$ cat src/hdl/sss_pkg.sv
// servo sweep sequencer shared package
// types, opcodes, mode codes, register indexes and field widths
// no dependencies
package sss_pkg;

  localparam int ANGLE_W   = 9;
  localparam int PULSE_W   = 15;
  localparam int STEP_W    = 10;
  localparam int MODE_W    = 3;
  localparam int DELAY_W   = 16;
  localparam int OP_W      = 3;
  localparam int CFG_IDX_W = 3;
  localparam int CFG_W     = 16;
  localparam int FLAG_W    = 2;
  localparam int IN_DATA_W = 16;

  // signed product position * pulse span, its magnitude, signed pulse
  localparam int PROD_W    = 26;
  localparam int MAG_W     = 24;
  localparam int PULSE_S_W = 26;

  localparam logic [OP_W-1:0] OP_STEP  = 3'd0;
  localparam logic [OP_W-1:0] OP_MS    = 3'd1;
  localparam logic [OP_W-1:0] OP_START = 3'd2;
  localparam logic [OP_W-1:0] OP_STOP  = 3'd3;
  localparam logic [OP_W-1:0] OP_SET   = 3'd4;

  localparam logic [MODE_W-1:0] MODE_OS_CW  = 3'd0;
  localparam logic [MODE_W-1:0] MODE_OS_CCW = 3'd1;
  localparam logic [MODE_W-1:0] MODE_OW_CW  = 3'd2;
  localparam logic [MODE_W-1:0] MODE_OW_CCW = 3'd3;
  localparam logic [MODE_W-1:0] MODE_BIDIR  = 3'd4;
  localparam logic [MODE_W-1:0] MODE_PAUSE  = 3'd5;

  localparam logic [CFG_IDX_W-1:0] CFG_MAX_ANGLE   = 3'd0;
  localparam logic [CFG_IDX_W-1:0] CFG_START_ANGLE = 3'd1;
  localparam logic [CFG_IDX_W-1:0] CFG_STOP_ANGLE  = 3'd2;
  localparam logic [CFG_IDX_W-1:0] CFG_MIN_PULSE   = 3'd3;
  localparam logic [CFG_IDX_W-1:0] CFG_MAX_PULSE   = 3'd4;
  localparam logic [CFG_IDX_W-1:0] CFG_ANGLE_STEP  = 3'd5;
  localparam logic [CFG_IDX_W-1:0] CFG_INIT_MODE   = 3'd6;
  localparam logic [CFG_IDX_W-1:0] CFG_FB_DELAY    = 3'd7;

  localparam logic [ANGLE_W-1:0]       RST_MAX_ANGLE   = 9'd180;
  localparam logic [ANGLE_W-1:0]       RST_START_ANGLE = 9'd0;
  localparam logic [ANGLE_W-1:0]       RST_STOP_ANGLE  = 9'd180;
  localparam logic [PULSE_W-1:0]       RST_MIN_PULSE   = 15'd500;
  localparam logic [PULSE_W-1:0]       RST_MAX_PULSE   = 15'd2500;
  localparam logic signed [STEP_W-1:0] RST_ANGLE_STEP  = 10'sd1;
  localparam logic [MODE_W-1:0]        RST_INIT_MODE   = MODE_OW_CW;
  localparam logic [DELAY_W-1:0]       RST_FB_DELAY    = 16'd1000;

  // controller -> datapath
  typedef struct packed {
    logic capture;    // take the input request
    logic apply;      // commit the state update
    logic mul1;       // position * pulse span
    logic div_start;  // launch the divider by max angle
    logic mul2;       // pulse -> scaled duty numerator
    logic scale;      // reciprocal multiply by the period
    logic load_out;   // fill the output register
  } cmd_t;

  // datapath -> controller
  typedef struct packed {
    logic div_done;
    logic out_free;
  } status_t;

endpackage

$ cat src/hdl/servo_sweep_sequencer_unit.sv
// servo sweep sequencer top level
// depends on sss_pkg, sss_ctrl, sss_datapath (and sss_divider below it)
//
// usage
//   s_* stream: one request per command; s_tuser carries the opcode
//     (step tick, millisecond tick, start, stop, set position), s_tdata
//     the requested angle for set position
//   m_* stream: exactly one result per request; m_tdata carries position,
//     duty, running and the active mode, m_tuser the updated/error flags
//   cfg_* port: single-cycle register writes, only while the block is idle
// timing
//   each request passes from acceptance through the bit-serial divide by
//   max angle to a valid result; the period scaling is a reciprocal
//   multiply; ready returns in the same cycle that the result turns valid,
//   so a new request is taken only once the last one is loaded into the
//   output register; one request is in flight at a time
//   the output register lets the next request enter while a result waits
// reset
//   synchronous rst restores the configuration, sweep state, controller and
//   output valid to their documented defaults: position 0, stopped, no pause pending, no result pending
// stall
//   when m_tready stays low the finished result holds in the output
//   register; the following request is accepted and processed but waits
//   for the output register before it completes
module servo_sweep_sequencer_unit #(
  parameter int DUTY_BITS = 10,
  parameter int PERIOD_US = 20000
) (
  input  logic                               clk,
  input  logic                               rst,
  // request side
  input  logic                               s_tvalid,
  output logic                               s_tready,
  input  logic [sss_pkg::IN_DATA_W-1:0]      s_tdata,  // [8:0] angle
  input  logic [sss_pkg::OP_W-1:0]           s_tuser,  // [2:0] opcode
  // result side
  output logic                               m_tvalid,
  input  logic                               m_tready,
  // position [8:0], duty [8+DUTY_BITS:9], running, active_mode, zero fill
  output logic [((13 + DUTY_BITS + 7) / 8) * 8 - 1:0] m_tdata,
  output logic [sss_pkg::FLAG_W-1:0]         m_tuser,  // [0] updated, [1] error
  // register writes
  input  logic                               cfg_we,
  input  logic [sss_pkg::CFG_IDX_W-1:0]      cfg_index,
  input  logic [sss_pkg::CFG_W-1:0]          cfg_wdata
);

  localparam int OUT_W = ((13 + DUTY_BITS + 7) / 8) * 8;

  sss_pkg::cmd_t    cmd;
  sss_pkg::status_t status;

  // controller only sequences; all sweep and configuration state lives in the datapath
  sss_ctrl u_ctrl (
    .clk     (clk),
    .rst     (rst),
    .s_tvalid(s_tvalid),
    .s_tready(s_tready),
    .status  (status),
    .cmd     (cmd)
  );

  // sweep state, configuration, duty mapping and result register
  sss_datapath #(
    .DUTY_BITS(DUTY_BITS),
    .PERIOD_US(PERIOD_US),
    .OUT_W    (OUT_W)
  ) u_dp (
    .clk      (clk),
    .rst      (rst),
    .cmd      (cmd),
    .status   (status),
    .in_opcode(s_tuser),
    .in_angle (s_tdata[sss_pkg::ANGLE_W-1:0]),
    .cfg_we   (cfg_we),
    .cfg_index(cfg_index),
    .cfg_wdata(cfg_wdata),
    .m_tvalid (m_tvalid),
    .m_tready (m_tready),
    .m_tdata  (m_tdata),
    .m_tuser  (m_tuser)
  );

endmodule

$ cat src/hdl/sss_divider.sv
// iterative restoring divider, one quotient bit per cycle
// depends on nothing; used by sss_datapath
module sss_divider #(
  parameter int DVD_W = 25,
  parameter int DVS_W = 15
) (
  input  logic             clk,
  input  logic             rst,
  input  logic             start,
  input  logic [DVD_W-1:0] dividend,
  input  logic [DVS_W-1:0] divisor,
  output logic             done,
  output logic [DVD_W-1:0] quotient
);

  localparam int CNT_W = (DVD_W > 1) ? $clog2(DVD_W) : 1;

  logic [DVS_W-1:0] rem;
  logic [DVS_W-1:0] dvs;
  logic [DVD_W-1:0] quo;
  logic [CNT_W-1:0] cnt;
  logic             busy;
  logic [DVS_W:0]   trial;
  logic [DVS_W:0]   diff;
  logic             fits;

  assign trial = {rem, quo[DVD_W-1]};
  assign diff  = trial - {1'b0, dvs};
  assign fits  = trial >= {1'b0, dvs};
  assign quotient = quo;

  always_ff @(posedge clk) begin
    if (rst) begin
      busy <= 1'b0;
      done <= 1'b0;
      cnt  <= '0;
    end else begin
      done <= 1'b0;
      if (start) begin
        busy <= 1'b1;
        cnt  <= CNT_W'(DVD_W - 1);
      end else if (busy) begin
        if (cnt == '0) begin
          busy <= 1'b0;
          done <= 1'b1;
        end else begin
          cnt <= cnt - 1'b1;
        end
      end
    end
  end

  always_ff @(posedge clk) begin
    if (start) begin
      rem <= '0;
      quo <= dividend;
      dvs <= divisor;
    end else if (busy) begin
      rem <= fits ? diff[DVS_W-1:0] : trial[DVS_W-1:0];
      quo <= {quo[DVD_W-2:0], fits};
    end
  end

endmodule

$ cat src/hdl/sss_datapath.sv
// servo sweep datapath: registers, sweep state, duty mapping, output register
// depends on sss_pkg and sss_divider
module sss_datapath #(
  parameter int DUTY_BITS = 10,
  parameter int PERIOD_US = 20000,
  parameter int OUT_W     = 24
) (
  input  logic                          clk,
  input  logic                          rst,
  input  sss_pkg::cmd_t                 cmd,
  output sss_pkg::status_t              status,
  input  logic [sss_pkg::OP_W-1:0]      in_opcode,
  input  logic [sss_pkg::ANGLE_W-1:0]   in_angle,
  input  logic                          cfg_we,
  input  logic [sss_pkg::CFG_IDX_W-1:0] cfg_index,
  input  logic [sss_pkg::CFG_W-1:0]     cfg_wdata,
  output logic                          m_tvalid,
  input  logic                          m_tready,
  output logic [OUT_W-1:0]              m_tdata,
  output logic [sss_pkg::FLAG_W-1:0]    m_tuser
);

  localparam int PW     = $clog2(PERIOD_US + 1);
  localparam int PRD2_W = PW + DUTY_BITS;
  // ceil(2^RCP_SH / period) gives an exact floor division for numerators below 2^PRD2_W
  localparam int RCP_SH = PRD2_W + $clog2(PERIOD_US);
  localparam int RCP_W  = PRD2_W + 2;
  localparam int SPR_W  = PRD2_W + RCP_W;
  localparam logic [RCP_W-1:0] RCP =
    RCP_W'(((longint'(1) << RCP_SH) + longint'(PERIOD_US) - 1) / longint'(PERIOD_US));
  localparam logic [DUTY_BITS-1:0] TOP = '1;
  localparam logic signed [sss_pkg::PULSE_S_W-1:0] PERIOD_S = sss_pkg::PULSE_S_W'(PERIOD_US);
  localparam int DUTY_LO = sss_pkg::ANGLE_W;
  localparam int RUN_LO  = DUTY_LO + DUTY_BITS;
  localparam int MODE_LO = RUN_LO + 1;

  // configuration registers
  logic [sss_pkg::ANGLE_W-1:0]       max_angle, start_angle, stop_angle;
  logic [sss_pkg::PULSE_W-1:0]       min_pulse, max_pulse;
  logic signed [sss_pkg::STEP_W-1:0] angle_step;
  logic [sss_pkg::MODE_W-1:0]        initial_mode;
  logic [sss_pkg::DELAY_W-1:0]       fb_delay;

  // sweep state
  logic [sss_pkg::ANGLE_W-1:0]       position, position_next;
  logic signed [sss_pkg::STEP_W-1:0] step_value, step_next;
  logic [sss_pkg::MODE_W-1:0]        mode, mode_next;
  logic [sss_pkg::MODE_W-1:0]        prev_mode, prev_next;
  logic                              running, running_next;
  logic [sss_pkg::DELAY_W-1:0]       fb_count, fb_count_next;
  logic                              fb_armed, fb_armed_next;

  // request and flags
  logic [sss_pkg::OP_W-1:0]    op_q;
  logic [sss_pkg::ANGLE_W-1:0] ang_q;
  logic                        upd, upd_next, err, err_next;

  // motion arithmetic
  logic signed [sss_pkg::STEP_W-1:0] step_sat_neg, step_fw, step_bw;
  logic signed [11:0] pos_s, start_s, stop_s, sum_fw, sum_bw, sum_raw;

  // duty mapping
  logic signed [sss_pkg::ANGLE_W:0]   pos_sx;
  logic signed [sss_pkg::PULSE_W:0]   span;
  logic signed [sss_pkg::PROD_W-1:0]  prod1, prod1_abs;
  logic                               prod_neg;
  logic [sss_pkg::MAG_W-1:0]          q_mag;
  logic signed [sss_pkg::PULSE_S_W-1:0] q_s, min_s, pulse;
  logic [PW-1:0]                      pulse_c;
  logic [PRD2_W-1:0]                  prod2;
  logic [sss_pkg::MAG_W-1:0]          dvd;
  logic                               div_done;
  logic [sss_pkg::MAG_W-1:0]          quotient;
  logic [PRD2_W-1:0]                  scaled;
  logic [SPR_W-1:0]                   scale_prod;
  logic [DUTY_BITS-1:0]               duty_q;

  // output register fields
  logic [sss_pkg::ANGLE_W-1:0] out_pos;
  logic [DUTY_BITS-1:0]        out_duty;
  logic                        out_run;
  logic [sss_pkg::MODE_W-1:0]  out_mode;
  logic                        out_upd, out_err;

  assign step_sat_neg = (step_value == -10'sd512) ? 10'sd511 : -step_value;
  assign step_fw = step_value[sss_pkg::STEP_W-1] ? step_sat_neg : step_value;
  assign step_bw = (step_value > 10'sd0) ? -step_value : step_value;
  assign pos_s   = {3'b000, position};
  assign start_s = {3'b000, start_angle};
  assign stop_s  = {3'b000, stop_angle};
  assign sum_fw  = pos_s + {{2{step_fw[sss_pkg::STEP_W-1]}}, step_fw};
  assign sum_bw  = pos_s + {{2{step_bw[sss_pkg::STEP_W-1]}}, step_bw};
  assign sum_raw = pos_s + {{2{step_value[sss_pkg::STEP_W-1]}}, step_value};

  always_comb begin
    position_next = position;
    step_next     = step_value;
    mode_next     = mode;
    prev_next     = prev_mode;
    running_next  = running;
    fb_count_next = fb_count;
    fb_armed_next = fb_armed;
    upd_next      = 1'b0;
    err_next      = 1'b0;
    case (op_q)
      sss_pkg::OP_STEP: begin
        if (running) begin
          case (mode)
            sss_pkg::MODE_OS_CW, sss_pkg::MODE_OW_CW: begin
              step_next = step_fw;
              upd_next  = 1'b1;
              if (sum_fw <= stop_s) begin
                position_next = sum_fw[sss_pkg::ANGLE_W-1:0];
              end else if (mode == sss_pkg::MODE_OS_CW) begin
                running_next = 1'b0;
              end else begin
                position_next = '0;
                prev_next     = sss_pkg::MODE_OW_CW;
                mode_next     = sss_pkg::MODE_PAUSE;
              end
            end
            sss_pkg::MODE_OS_CCW, sss_pkg::MODE_OW_CCW: begin
              step_next = step_bw;
              upd_next  = 1'b1;
              if (sum_bw >= start_s) begin
                position_next = sum_bw[sss_pkg::ANGLE_W-1:0];
              end else if (mode == sss_pkg::MODE_OS_CCW) begin
                running_next = 1'b0;
              end else begin
                position_next = max_angle;
                prev_next     = sss_pkg::MODE_OW_CCW;
                mode_next     = sss_pkg::MODE_PAUSE;
              end
            end
            sss_pkg::MODE_BIDIR: begin
              upd_next = 1'b1;
              if (step_value[sss_pkg::STEP_W-1]) begin
                if (sum_raw > start_s) begin
                  position_next = sum_raw[sss_pkg::ANGLE_W-1:0];
                end else begin
                  position_next = '0;
                  step_next     = step_sat_neg;
                end
              end else begin
                if (sum_raw < stop_s) begin
                  position_next = sum_raw[sss_pkg::ANGLE_W-1:0];
                end else begin
                  position_next = max_angle;
                  step_next     = step_sat_neg;
                end
              end
            end
            sss_pkg::MODE_PAUSE: begin
              fb_count_next = fb_delay;
              fb_armed_next = 1'b1;
              running_next  = 1'b0;
            end
            default: begin
              running_next = 1'b0;
              upd_next     = 1'b1;
            end
          endcase
        end
      end
      sss_pkg::OP_MS: begin
        if (fb_armed) begin
          if (fb_count <= 16'd1) begin
            fb_count_next = '0;
            fb_armed_next = 1'b0;
            mode_next     = prev_mode;
            prev_next     = sss_pkg::MODE_PAUSE;
            running_next  = 1'b1;
          end else begin
            fb_count_next = fb_count - 1'b1;
          end
        end
      end
      sss_pkg::OP_START: running_next = 1'b1;
      sss_pkg::OP_STOP:  running_next = 1'b0;
      sss_pkg::OP_SET: begin
        if (ang_q > max_angle) begin
          err_next = 1'b1;
        end else begin
          position_next = ang_q;
          upd_next      = 1'b1;
        end
      end
      default: ;
    endcase
  end

  // duty: pulse = position * span / max_angle + min, duty = pulse * top / period
  assign pos_sx    = {1'b0, position};
  assign span      = {1'b0, max_pulse} - {1'b0, min_pulse};
  assign prod1     = pos_sx * span;
  assign prod1_abs = prod1[sss_pkg::PROD_W-1] ? -prod1 : prod1;

  assign q_mag = quotient;
  assign min_s = {{(sss_pkg::PULSE_S_W - sss_pkg::PULSE_W){1'b0}}, min_pulse};

  always_comb begin
    q_s = {2'b00, q_mag};
    if (prod_neg) begin
      q_s = -q_s;
    end
    pulse = (max_angle == '0) ? min_s : (q_s + min_s);
    if (pulse[sss_pkg::PULSE_S_W-1]) begin
      pulse_c = '0;
    end else if (pulse > PERIOD_S) begin
      pulse_c = PW'(PERIOD_US);
    end else begin
      pulse_c = pulse[PW-1:0];
    end
    prod2 = PRD2_W'(pulse_c) * PRD2_W'(TOP);
  end

  // division by the period as a multiply by its rounded-up reciprocal
  assign scale_prod = {{RCP_W{1'b0}}, scaled} * {{PRD2_W{1'b0}}, RCP};

  sss_divider #(
    .DVD_W(sss_pkg::MAG_W),
    .DVS_W(sss_pkg::ANGLE_W)
  ) u_div (
    .clk     (clk),
    .rst     (rst),
    .start   (cmd.div_start),
    .dividend(dvd),
    .divisor (max_angle),
    .done    (div_done),
    .quotient(quotient)
  );

  assign status.div_done = div_done;
  assign status.out_free = !m_tvalid || m_tready;

  // configuration and sweep state
  always_ff @(posedge clk) begin
    if (rst) begin
      max_angle    <= sss_pkg::RST_MAX_ANGLE;
      start_angle  <= sss_pkg::RST_START_ANGLE;
      stop_angle   <= sss_pkg::RST_STOP_ANGLE;
      min_pulse    <= sss_pkg::RST_MIN_PULSE;
      max_pulse    <= sss_pkg::RST_MAX_PULSE;
      angle_step   <= sss_pkg::RST_ANGLE_STEP;
      initial_mode <= sss_pkg::RST_INIT_MODE;
      fb_delay     <= sss_pkg::RST_FB_DELAY;
      position     <= '0;
      step_value   <= sss_pkg::RST_ANGLE_STEP;
      mode         <= sss_pkg::RST_INIT_MODE;
      prev_mode    <= sss_pkg::RST_INIT_MODE;
      running      <= 1'b0;
      fb_count     <= '0;
      fb_armed     <= 1'b0;
    end else begin
      if (cmd.apply) begin
        position   <= position_next;
        step_value <= step_next;
        mode       <= mode_next;
        prev_mode  <= prev_next;
        running    <= running_next;
        fb_count   <= fb_count_next;
        fb_armed   <= fb_armed_next;
      end
      if (cfg_we) begin
        case (cfg_index)
          sss_pkg::CFG_MAX_ANGLE:   max_angle   <= cfg_wdata[sss_pkg::ANGLE_W-1:0];
          sss_pkg::CFG_START_ANGLE: start_angle <= cfg_wdata[sss_pkg::ANGLE_W-1:0];
          sss_pkg::CFG_STOP_ANGLE:  stop_angle  <= cfg_wdata[sss_pkg::ANGLE_W-1:0];
          sss_pkg::CFG_MIN_PULSE:   min_pulse   <= cfg_wdata[sss_pkg::PULSE_W-1:0];
          sss_pkg::CFG_MAX_PULSE:   max_pulse   <= cfg_wdata[sss_pkg::PULSE_W-1:0];
          sss_pkg::CFG_ANGLE_STEP: begin
            angle_step <= cfg_wdata[sss_pkg::STEP_W-1:0];
            step_value <= cfg_wdata[sss_pkg::STEP_W-1:0];
          end
          sss_pkg::CFG_INIT_MODE: begin
            initial_mode <= cfg_wdata[sss_pkg::MODE_W-1:0];
            if (cfg_wdata[sss_pkg::MODE_W-1:0] <= sss_pkg::MODE_BIDIR) begin
              mode <= cfg_wdata[sss_pkg::MODE_W-1:0];
            end
          end
          sss_pkg::CFG_FB_DELAY: fb_delay <= cfg_wdata;
          default: ;
        endcase
      end
    end
  end

  // request, flags and duty pipeline registers
  always_ff @(posedge clk) begin
    if (cmd.capture) begin
      op_q  <= in_opcode;
      ang_q <= in_angle;
    end
    if (cmd.apply) begin
      upd <= upd_next;
      err <= err_next;
    end
    if (cmd.mul1) begin
      dvd      <= prod1_abs[sss_pkg::MAG_W-1:0];
      prod_neg <= prod1[sss_pkg::PROD_W-1];
    end
    if (cmd.mul2) begin
      scaled <= prod2;
    end
    if (cmd.scale) begin
      duty_q <= scale_prod[RCP_SH +: DUTY_BITS];
    end
  end

  // output register
  always_ff @(posedge clk) begin
    if (rst) begin
      m_tvalid <= 1'b0;
    end else if (cmd.load_out) begin
      m_tvalid <= 1'b1;
    end else if (m_tready) begin
      m_tvalid <= 1'b0;
    end
  end

  always_ff @(posedge clk) begin
    if (cmd.load_out) begin
      out_pos  <= position;
      out_duty <= duty_q;
      out_run  <= running;
      out_mode <= mode;
      out_upd  <= upd;
      out_err  <= err;
    end
  end

  always_comb begin
    m_tdata = '0;
    m_tdata[sss_pkg::ANGLE_W-1:0]             = out_pos;
    m_tdata[RUN_LO-1:DUTY_LO]                 = out_duty;
    m_tdata[RUN_LO]                           = out_run;
    m_tdata[MODE_LO+sss_pkg::MODE_W-1:MODE_LO] = out_mode;
  end

  assign m_tuser = {out_err, out_upd};

endmodule

$ cat src/hdl/sss_ctrl.sv
// servo sweep controller: sequences update, multiply, divide and period scaling
// depends on sss_pkg
module sss_ctrl (
  input  logic             clk,
  input  logic             rst,
  input  logic             s_tvalid,
  output logic             s_tready,
  input  sss_pkg::status_t status,
  output sss_pkg::cmd_t    cmd
);

  localparam logic [3:0] S_IDLE  = 4'd0;
  localparam logic [3:0] S_APPLY = 4'd1;
  localparam logic [3:0] S_MUL1  = 4'd2;
  localparam logic [3:0] S_DIV1  = 4'd3;
  localparam logic [3:0] S_WAIT1 = 4'd4;
  localparam logic [3:0] S_MUL2  = 4'd5;
  localparam logic [3:0] S_SCALE = 4'd6;
  localparam logic [3:0] S_OUT   = 4'd7;

  logic [3:0] state, state_next;

  assign s_tready = (state == S_IDLE);

  always_comb begin
    state_next = state;
    cmd        = '0;
    case (state)
      S_IDLE: begin
        if (s_tvalid) begin
          cmd.capture = 1'b1;
          state_next  = S_APPLY;
        end
      end
      S_APPLY: begin
        cmd.apply  = 1'b1;
        state_next = S_MUL1;
      end
      S_MUL1: begin
        cmd.mul1   = 1'b1;
        state_next = S_DIV1;
      end
      S_DIV1: begin
        cmd.div_start = 1'b1;
        state_next    = S_WAIT1;
      end
      S_WAIT1: begin
        if (status.div_done) begin
          state_next = S_MUL2;
        end
      end
      S_MUL2: begin
        cmd.mul2   = 1'b1;
        state_next = S_SCALE;
      end
      S_SCALE: begin
        cmd.scale  = 1'b1;
        state_next = S_OUT;
      end
      S_OUT: begin
        if (status.out_free) begin
          cmd.load_out = 1'b1;
          state_next   = S_IDLE;
        end
      end
      default: state_next = S_IDLE;
    endcase
  end

  always_ff @(posedge clk) begin
    if (rst) begin
      state <= S_IDLE;
    end else begin
      state <= state_next;
    end
  end

endmodule

$ cat config.mk
export PLATFORM = sky130hd
export DESIGN_NAME = servo_sweep_sequencer_unit
export DESIGN_NICKNAME = d
export VERILOG_FILES = /design/src/hdl/sss_pkg.sv /design/src/hdl/servo_sweep_sequencer_unit.sv /design/src/hdl/sss_divider.sv /design/src/hdl/sss_datapath.sv /design/src/hdl/sss_ctrl.sv
export SDC_FILE = /design/constraint.sdc
export NUM_CORES = 2
export LEC_CHECK = 0
export ABC_AREA = 1
export BUFFER_PORTS_ARGS = -buffer_cell sky130_fd_sc_hd__buf_2
export CAP_MARGIN = 10
export CORE_UTILIZATION = 35
export DETAILED_ROUTE_END_ITERATION = 12
export GPL_TIMING_DRIVEN = 0
export PLACE_DENSITY = 0.53
export SETUP_SLACK_MARGIN = 0.5
export SYNTH_ARGS = -nofsm -noshare
export SYNTH_HDL_FRONTEND = slang
export SYNTH_SLANG_ARGS = --single-unit
$ cat constraint.sdc
create_clock -name clk -period 12.4 [get_ports clk]
set_clock_uncertainty 0.1 [all_clocks]
set_input_delay 2.48 -clock clk [delete_from_list [all_inputs] [get_ports clk]]
set_output_delay 2.48 -clock clk [all_outputs]
set_load 0.01 [all_outputs]
==> summary.md <==
| Metric | Value |
|---|---|
| Run status | finished clean |
| Hold-fix buffers, CTS | 0 |
| Met2 Use GR | 0.350 |
| R2r endpoint | u_dp.scaled[21]$_DFFE_PN_ |
| Critical Path Fanout Max | 10 |
| Syn nets | between 5000 and 6000 |
| Crit path buf inv count | 5 |
| Largest net degree at the start of global routing | 26 |
| Delay-heaviest family, CP | adder cells |
| Post-DP HPWL | roughly 90000 um |
| Synth Cell Area | ~38000 um^2 |
| GP Congestion | 0.923 |
| Wire length per cell | 17.4 um |
| Worst setup EP type | flop |
| Number of buffers created by CTS | 34 |
| Antenna violations before repair | 0 |
| Unrepaired setup endpoints after global routing | no |
| Die area | approximately 110000 um^2 |
| Delay of the slowest critical-path stage | 0.72 ns |
| Hold depth | 0 |
| Io pins | 71 |
| Sum of negative setup slack | 0 ns |
| Drt total wl | 108000 um |
| Clock H-tree levels | 2 |
| Yosys top cell by area | fa_1 |
| Hold Path Class | flop to flop |
| CTS Sinks | 268 |
| Post-cts repair resize count | 0 |
| Gr usage total | 0.198 |
| R2R Setup Slk | ~3.2 ns |
| Total gr overflow | 0 |
| Synth Register Bits | 268 |
| Synth Flop Type | dfxtp_1 |
| Total setup buffers inserted after CTS | 0 |
| Share of layout cells above drive strength 1 | 0.0409 |
| Antenna Cells | 0 |
| Slowest CP cell | fa_1 |
| Count of final hold-check violations | 0 |
| IO buf count | 60 |
| GR met1 Demand/Resource | 0.249 |
| Crit path time final | between 9 and 10 ns |
| CTS root buffer | clkbuf_16 |
| Most frequent cells in the layout | inv_1 (1084), nand2_1 (755), ha_1 (482) |
| Vias | between 30000 and 40000 |
| Core area | 108000 um^2 |
| WS Path Type | flop to flop |
| Worst R2R Start | u_dp.u_div.quotient[0]$_DFFE_PP_ |
| FMAX | about 110 MHz |
| CTS max path bufs | 3 |
| Yosys top cell area share | 0.251 |
| DRC viols | 0 |
| Async SR Flop Fraction | 0 |
| Synth warn | 0 |
| Die Wd | between 300 and 400 um |
| Worst rel slew slack | 0.216 |
| Final Cycle Share | 0.743 |
| # setup viols final | 0 |
| Top post-synthesis cells by area | fa_1 (25%), ha_1 (16%), inv_1 (11%) |
| Global-route wire length before repair | 171000 um |
| Startpoint Class | flop |
| Drt first pass iters | 5 |
| Min-delay src | u_dp.duty_q[9]$_DFFE_PN_ |
| Synth Area per Inst | slightly above 8 um^2 |
| Worst setup startpoint | u_dp.u_div.quotient[0]$_DFFE_PP_ |
| Worst-path clk slew | 0.06 ns |
| Layout area overhead | 8.51% |
| Yosys cell types | 60 |
| Worst Max-Slew Pin Slew | 1.17 ns |
| Top cell by count, worst path | nand2_1 |
| Post-synthesis sequential area ratio | 0.175 |
| Post-synth EDFFs | approximately 130 |
| FF-to-FF path depth | between 40 and 50 |
| Max-cap violations | 0 |
| Die Y | 332 um |
| Most Crowded Layer GR | met2 |
| Number of routed nets with antenna violations | 0 |
| Initial DRC count | between 1500 and 2000 |
| Critical path data arrival time | roughly 9.4 ns |
| Cells after Synth | between 4000 and 5000 |
| Initial Util | 0.354 |
| Most common cell after layout, fill and taps aside | inv_1 |
| WHS Endpoint | u_dp.out_duty[9]$_DFFE_PP_ |
| Vias per cell | 4.85 |
| CTS tree | yes |
| Slew Limit Fails | 0 |
| Nets | 5818 |
| Vias in the first global route | between 30000 and 40000 |
| Clk Latency, worst-skew pair | 0.58 ns |
| Worst EP required | between 10 and 15 ns |
| # rows | between 100 and 150 |
| Grt met3 use | 0.0283 |
[per-layer routing]
layer | up-vias | routed length [um]
met5 | - | 0
met4 | 0 | 3230
met3 | 135 | 4840
met2 | 586 | 53500
met1 | 14540 | 46800
li1 | 15046 | -
[stage by stage]
stage          worst slack, ns  utilization  instances  hold slack [ns]  instance area [um^2]
2_1_floorplan             4.44            -       4716            0.300                 38100
6_report                  3.18        0.385       6244            0.319                 41400
3_5_place_dp              3.16        0.374       6182            0.307                 40200
3_3_place_gp              3.15        0.374       6179            0.304                 40200
4_1_cts                   3.12        0.385       6244            0.319                 41400
5_1_grt                   2.46        0.385       6244            0.323                 41400
[cell usage after synthesis, drive strengths merged (6+ instances only)]
| master | instances |
|---|---|
| a211oi | 6 |
| a21boi | 6 |
| a21o | 14 |
| a21oi | 305 |
| a221oi | 12 |
| a31oi | 21 |
| buf | 20 |
| clkbuf | 57 |
| clkinv | 6 |
| dfxtp | 136 |
| edfxtp | 132 |
| fa | 478 |
| ha | 482 |
| inv | 1090 |
| nand2 | 768 |
| nand3 | 187 |
| nand3b | 14 |
| nand4 | 32 |
| nor2 | 414 |
| nor3 | 39 |
| nor4 | 8 |
| o211ai | 30 |
| o21a | 9 |
| o21ai | 241 |
| o21bai | 11 |
| o31ai | 9 |
| or2 | 12 |
| xnor2 | 48 |
| xor2 | 100 |
[how the worst max path moves through the flow]
stage | to | slack (ns) | cells after the start
floorplan | u_dp.scaled[21]$_DFFE_PN_ | 4.44 | 43
CTS | u_dp.scaled[21]$_DFFE_PN_ | 3.12 | 45
global route | u_dp.scaled[21]$_DFFE_PN_ | 2.46 | 45
global placement | u_dp.scaled[21]$_DFFE_PN_ | 3.15 | 45
detailed placement | u_dp.scaled[21]$_DFFE_PN_ | 3.16 | 45
finish | u_dp.scaled[21]$_DFFE_PN_ | 3.18 | 45
[sequential cells by signal (all words and copies together) (netlist names), 5 cells and up]
name and cells:
u_dp.max_angle 9, u_dp.fb_delay 16, u_dp.dvd 24, u_dp.min_pulse 15, u_dp.ang_q 9, u_dp.u_div.dvs 9, u_dp.out_duty 10, u_dp.position 9
u_dp.scaled 25, u_dp.u_div.quotient 24, u_dp.start_angle 9, u_dp.stop_angle 9, u_dp.max_pulse 15, u_dp.u_div.rem 9, u_dp.u_div.cnt 5, u_dp.out_pos 9
u_dp.duty_q 10, u_dp.step_value 10, u_dp.fb_count 16
[cell type report]
class	instances	area [um^2]
Clock buffer	45	978
Buffer	77	358
Timing Repair Buffer	63	358
Tap cell	1403	1760
Sequential cell	268	6690
Multi-Input combinational cell	3275	27000
Clock inverter	17	136
Inverter	1096	4110
Fill cell	11306	66200
[cells by family (layout without fill, tap and decap cells)]
| family | count (synthesis) | after routing | share of synthesized area |
|---|---|---|---|
| AO/OA/AOI/OAI | 685 | 685 | 0.0996 |
| XOR/XNOR | 148 | 148 | 0.0342 |
| adder cells (fa/ha/maj) | 960 | 960 | 0.409 |
| buffers and inverters | 1173 | 1298 | 0.117 |
| flip-flops | 268 | 268 | 0.175 |
| other | 1 | 1 | 0.0000984 |
| AND/OR/NAND/NOR | 1481 | 1481 | 0.164 |
Power is not shown: default switching activity piles up to over one toggle a cycle in this logic, so the estimate is an artifact.
